<file path="src/rtl/core/rwpc_pkg.sv">
// ----------------------------------------------------------------------------
// rwpc_pkg
// Beat types, fixed-point constants and helpers for the ray/wall crossing.
// ----------------------------------------------------------------------------
package rwpc_pkg;

    localparam int MOUNT_REGS = 4;
    localparam int QUOT_BITS  = 47;

    localparam logic signed [31:0] CORDIC_GAIN = 32'sd652032874;
    localparam logic signed [31:0] NEAR_ZERO   = 32'sd16384;
    localparam logic signed [31:0] ONE_Q16     = 32'sd65536;
    localparam logic [46:0]        QUOT_LIMIT  = 47'h2000_0000_0000;

    typedef struct packed {
        logic signed [15:0] pose_x;
        logic signed [15:0] pose_y;
        logic [15:0]        pose_heading;
        logic [1:0]         sensor_index;
        logic               wall_vertical;
        logic signed [15:0] wall_face;
        logic signed [15:0] wall_base;
    } ray_beat_t;

    typedef struct packed {
        logic signed [31:0] hit_offset;
        logic signed [31:0] ray_range;
        logic signed [31:0] jac_x;
        logic signed [31:0] jac_y;
        logic signed [31:0] jac_heading;
        logic               saturated;
    } hit_beat_t;

    // arctan(2^-i) as a binary angle, Q0.32 turn scale
    function automatic logic signed [31:0] atan_step(input logic [4:0] i);
        case (i)
            5'd0:    return 32'sd536870912;
            5'd1:    return 32'sd316933406;
            5'd2:    return 32'sd167458907;
            5'd3:    return 32'sd85004756;
            5'd4:    return 32'sd42667331;
            5'd5:    return 32'sd21354465;
            5'd6:    return 32'sd10679838;
            5'd7:    return 32'sd5340245;
            5'd8:    return 32'sd2670163;
            5'd9:    return 32'sd1335087;
            5'd10:   return 32'sd667544;
            5'd11:   return 32'sd333772;
            5'd12:   return 32'sd166886;
            5'd13:   return 32'sd83443;
            5'd14:   return 32'sd41721;
            5'd15:   return 32'sd20860;
            5'd16:   return 32'sd10430;
            5'd17:   return 32'sd5215;
            5'd18:   return 32'sd2607;
            5'd19:   return 32'sd1303;
            5'd20:   return 32'sd651;
            5'd21:   return 32'sd325;
            5'd22:   return 32'sd162;
            5'd23:   return 32'sd81;
            default: return 32'sd0;
        endcase
    endfunction

    // clamp to 32 bits; bit 32 flags a clamp
    function automatic logic [32:0] emit32(input logic signed [63:0] w);
        if (w > 64'sd2147483647)
            return {1'b1, 32'h7FFF_FFFF};
        else if (w < -64'sd2147483648)
            return {1'b1, 32'h8000_0000};
        else
            return {1'b0, w[31:0]};
    endfunction

endpackage

</file>
<file path="src/rtl/core/rwpc_cordic.sv">
// ----------------------------------------------------------------------------
// rwpc_cordic
// Pipelined rotation-mode CORDIC: binary angle in, Q2.30 cos/sin out.
// ----------------------------------------------------------------------------
module rwpc_cordic
    import rwpc_pkg::*;
#(
    parameter int STAGES = 16
)
(
    input  logic               clk,
    input  logic               en,
    input  logic [15:0]        angle,
    output logic signed [31:0] cos_q,
    output logic signed [31:0] sin_q
);

    logic signed [31:0] x_reg [0:STAGES];
    logic signed [31:0] y_reg [0:STAGES];
    logic signed [31:0] z_reg [0:STAGES];
    logic               flip_reg [0:STAGES];
    logic signed [31:0] x_next [0:STAGES-1];
    logic signed [31:0] y_next [0:STAGES-1];
    logic signed [31:0] z_next [0:STAGES-1];
    logic signed [31:0] cos_reg;
    logic signed [31:0] sin_reg;
    logic               flip_in;
    logic signed [31:0] z_in;

    // second and third quadrant: rotate half a turn, negate at the end
    always_comb
    begin
        flip_in = angle[15] ^ angle[14];
        z_in    = {angle[15] ^ flip_in, angle[14:0], 16'b0};
    end

    always_comb
    begin
        for (int i = 0; i < STAGES; i++)
        begin
            if (!z_reg[i][31])
            begin
                x_next[i] = x_reg[i] - (y_reg[i] >>> i);
                y_next[i] = y_reg[i] + (x_reg[i] >>> i);
                z_next[i] = z_reg[i] - atan_step(5'(i));
            end
            else
            begin
                x_next[i] = x_reg[i] + (y_reg[i] >>> i);
                y_next[i] = y_reg[i] - (x_reg[i] >>> i);
                z_next[i] = z_reg[i] + atan_step(5'(i));
            end
        end
    end

    always_ff @(posedge clk)
    begin
        if (en)
        begin
            x_reg[0]    <= CORDIC_GAIN;
            y_reg[0]    <= '0;
            z_reg[0]    <= z_in;
            flip_reg[0] <= flip_in;
            for (int i = 0; i < STAGES; i++)
            begin
                x_reg[i+1]    <= x_next[i];
                y_reg[i+1]    <= y_next[i];
                z_reg[i+1]    <= z_next[i];
                flip_reg[i+1] <= flip_reg[i];
            end
            cos_reg <= flip_reg[STAGES] ? -x_reg[STAGES] : x_reg[STAGES];
            sin_reg <= flip_reg[STAGES] ? -y_reg[STAGES] : y_reg[STAGES];
        end
    end

    assign cos_q = cos_reg;
    assign sin_q = sin_reg;

endmodule

</file>
<file path="config.mk">
export PLATFORM = sky130hd
export DESIGN_NAME = rwpc_cordic
export DESIGN_NICKNAME = d
export VERILOG_FILES = /design/src/rtl/core/rwpc_pkg.sv /design/src/rtl/core/rwpc_cordic.sv
export SDC_FILE = /design/constraint.sdc
export NUM_CORES = 2
export LEC_CHECK = 0
export BUFFER_PORTS_ARGS = -buffer_cell sky130_fd_sc_hd__clkbuf_2
export CORE_MARGIN = 2
export CORE_UTILIZATION = 65
export CTS_BUF_LIST = sky130_fd_sc_hd__clkbuf_8
export CTS_CLUSTER_DIAMETER = 60
export CTS_CLUSTER_SIZE = 24
export DETAILED_ROUTE_END_ITERATION = 10
export GPL_TIMING_DRIVEN = 0
export PLACE_DENSITY = 0.81
export SLEW_MARGIN = 20
export SYNTH_ARGS = -nofsm -noshare
export SYNTH_HDL_FRONTEND = slang
export SYNTH_SLANG_ARGS = --single-unit
</file>
<file path="constraint.sdc">
create_clock -name clk -period 8.8 [get_ports clk]
set_input_delay 1.32 -clock clk [delete_from_list [all_inputs] [get_ports clk]]
set_output_delay 1.32 -clock clk [all_outputs]
set_load 0.02 [all_outputs]
</file>
==> out/results.tsv <==
stage	metric	value	unit
run_status	outcome	finished, final reports clean	
timing	Fmax	150	MHz
global_route	first-pass GRT wire length	468000	um
setup_path	WP buf/inv	3	
setup_path	crit-path most repeated cell	o21ai_0	
die	die height	430	um
detailed_routing	Pre-antenna DRT Iters	9	
detailed_routing	Routed Antenna Nets	0	
timing	RSZ-0062 raised after global routing	no	
synth	Yosys reg bits	1440	
setup_path	crit path launch type	flip-flop	
setup_path	CP required	9480	ps
timing	Worst-Margin Slew	1160	ps
synth	Post-Synthesis Cell Area	0.118	mm^2
setup_path	Worst Setup SP	z_reg[0][479]$_DFFE_PP_	
synth	distinct cell type count after synthesis	95	
clock_network	Num CTS Buffers	136	
place	IO Port Bufs	81	
synth	Post-synth EDFFs	1440	
cells_and_area	most common cell after layout, fill and taps aside	edfxtp_1	
setup_path	endpoint type of the worst setup path	flip-flop	
timing	Final setup violation count	0	
global_route	vias in the first global route	89171	
setup_path	Largest stage delay, worst path	1030	ps
setup_path	Critical Path AT	7360	ps
detailed_routing	Via density	6.30	
clock_network	clock latency on the worst-skew pair	960	ps
timing	Final Skew	53.5	ps
min_path	worst min-delay path class	reg2reg	
die	Starting Density	0.654	
clock_network	CTS clk-pin slew, worst paths	100	ps
place	gp weighted congestion	0.978	
detailed_routing	DR WL/cell	20.0	um
global_route	pin count of the biggest net entering global routing	108	
cells_and_area	max reg flops	481	
die	Die W	430	um
job	max_cap viols	0	
timing	count of pins over their slew limit	0	
setup_path	CP Cell Sequence	clkbuf_1 -> clkbuf_1 -> clkinv_1 -> o21ai_0 -> xor2_1 -> ha_1 -> a21o_1 -> nand3_1 -> a21oi_1 -> a211o_1 -> a221oi_1 -> o21ai_0 -> o21ai_0 -> o211ai_1 -> o21ai_0 -> nor2b_1 -> xnor2_1	
synth	Main synth FF type	edfxtp_1	
cells_and_area	most frequent cells in the layout	edfxtp_1, ha_1, a21oi_1, xnor2_1, nor2_1	
synth	Yosys warning total	0	
synth	Synth Instances	12066	
timing	Final Cycle Share	0.759	
synth	Avg Inst Size Synth	9.79	um^2
setup_path	family with the most delay on the worst path	compound AO/OA/AOI/OAI gates	
synth	Synth async-reset ratio	0	
detailed_routing	DR iter-0 viols	7651	
place	DP HPWL	235000	um
die	IO Count	82	
die	core area	0.181	mm^2
setup_path	Critical-path top delay cell	clkinv_1	
setup_path	RR Startpoint	z_reg[0][479]$_DFFE_PP_	
global_route	overflow left after global routing	0	
clock_network	clock sink count	1440	
cells_and_area	layout cells sized above 1	0.0402	
synth	sequential-to-total area share from yosys stat	0.366	
detailed_routing	vias post-DR	93262	
min_path	HP Start	flip_reg[0][1]$_DFFE_PP_	
clock_network	Post-CTS Resized	0	
timing	Fin Setup TNS	0	ps
timing	minimum clock period	6680	ps
timing	Final Hold Viols	0	
die	Rows	156	
timing	Rel. slew slack	0.221	
detailed_routing	drt drc	0	
global_route	initial antenna violation count	8	
clock_network	Max Root-Sink Buffers	3	
setup_path	CP Class	reg2reg	
global_route	All-Layer GR Usage	0.311	
clock_network	TritonCTS clock tree	yes	
die	Die ar.	0.185	mm^2
synth	syn nets	13520	
cells_and_area	Area Overhead vs Synth	6.00	%
setup_path	maximum fanout along the worst path	26	
clock_network	CTS Root Cell	clkbuf_8	
cells_and_area	final net count	13757	
detailed_routing	WL final	296000	um
clock_network	Hold-fix buffers, CTS	0	
clock_network	Setup Buffers After CTS	0	
clock_network	htree depth	4	
==> final timing paths <==
| check | to | slack (ps) | cells after the start |
|---|---|---|---|
| max reg2reg | y_reg[0][507]$_DFFE_PP_ | 2120 | 17 |
| max | y_reg[0][507]$_DFFE_PP_ | 2120 | 17 |
| min reg2reg | flip_reg[1][0]$_DFFE_PP_ | 430 | 0 |
| min | flip_reg[1][0]$_DFFE_PP_ | 430 | 0 |
==> routing by layer <==
layer | vias up | track usage | wire length, um
met4 | 0 | 0.123 | 12300
met5 | - | 0 | 0
li1 | 45333 | - | -
met2 | 3015 | 0.535 | 142000
met3 | 638 | 0.0359 | 16500
met1 | 44276 | 0.400 | 126000
==> cells in the mapped netlist, drive strengths merged (147+ instances only) <==
| library cell | count | area (um^2) |
|---|---|---|
| a21o | 574 | 4310 |
| a21oi | 1333 | 6680 |
| edfxtp | 1440 | 43200 |
| ha | 1394 | 17400 |
| inv | 506 | 1900 |
| nand2 | 559 | 2100 |
| nand2b | 185 | 1160 |
| nand3 | 185 | 926 |
| nor2 | 1033 | 3880 |
| nor2b | 179 | 1120 |
| nor3 | 332 | 1680 |
| o21a | 184 | 1380 |
| o21ai | 542 | 2720 |
| o21bai | 147 | 1100 |
| xnor2 | 1125 | 9870 |
| xor2 | 619 | 5420 |
==> layout make-up <==
class | count | area, um^2
multi-input combinational | 9955 | 72400
buffer | 164 | 618
tap | 2370 | 2970
antenna | 7 | 17.5
clock buffer | 141 | 1940
clock inverter | 109 | 1240
fill | 13694 | 55500
sequential | 1440 | 43200
timing repair buffer | 99 | 907
inverter | 507 | 1900
==> worst register-to-register path, cell delays in order, from the launching register on <==
cell and delay [ps]:
edfxtp_1 640, clkbuf_1 550, clkbuf_1 500, clkinv_1 1030
o21ai_0 450, xor2_1 180, ha_1 300, a21o_1 200
nand3_1 80, a21oi_1 70, a211o_1 350, a221oi_1 630
o21ai_0 310, o21ai_0 490, o211ai_1 240, o21ai_0 160
nor2b_1 170, xnor2_1 90
==> through the flow <==
| stage | hold WS (ps) | util | setup WS, ps | instances | cell area, um^2 |
|---|---|---|---|---|---|
| floorplan | 400 | - | 3990 | 12066 | 118000 |
| global placement | 402 | 0.672 | -17620 | 14517 | 122000 |
| detailed placement | 405 | 0.675 | 2570 | 14534 | 122000 |
| CTS | 431 | 0.693 | 2490 | 14784 | 125000 |
| global route | 438 | 0.693 | 1420 | 14790 | 125000 |
| finish | 428 | 0.693 | 2120 | 14792 | 125000 |
==> kinds of logic (layout without fill, tap and decap cells) <==
kind of cell	Yosys count	count (layout)	synth area share
DFF	1440	1440	0.366
muxes	95	95	0.00863
buffers and inverters	671	1020	0.0213
AOI/OAI and AO/OA	3580	3580	0.192
and+or+nand+nor	3100	3100	0.128
adders and majority gates	1436	1436	0.155
xor gates and xnor gates	1744	1744	0.129
other	0	7	0
Power is left out: the tool's default activity adds up to more than one toggle a clock period on the data nets, which glitch-free logic cannot reach.
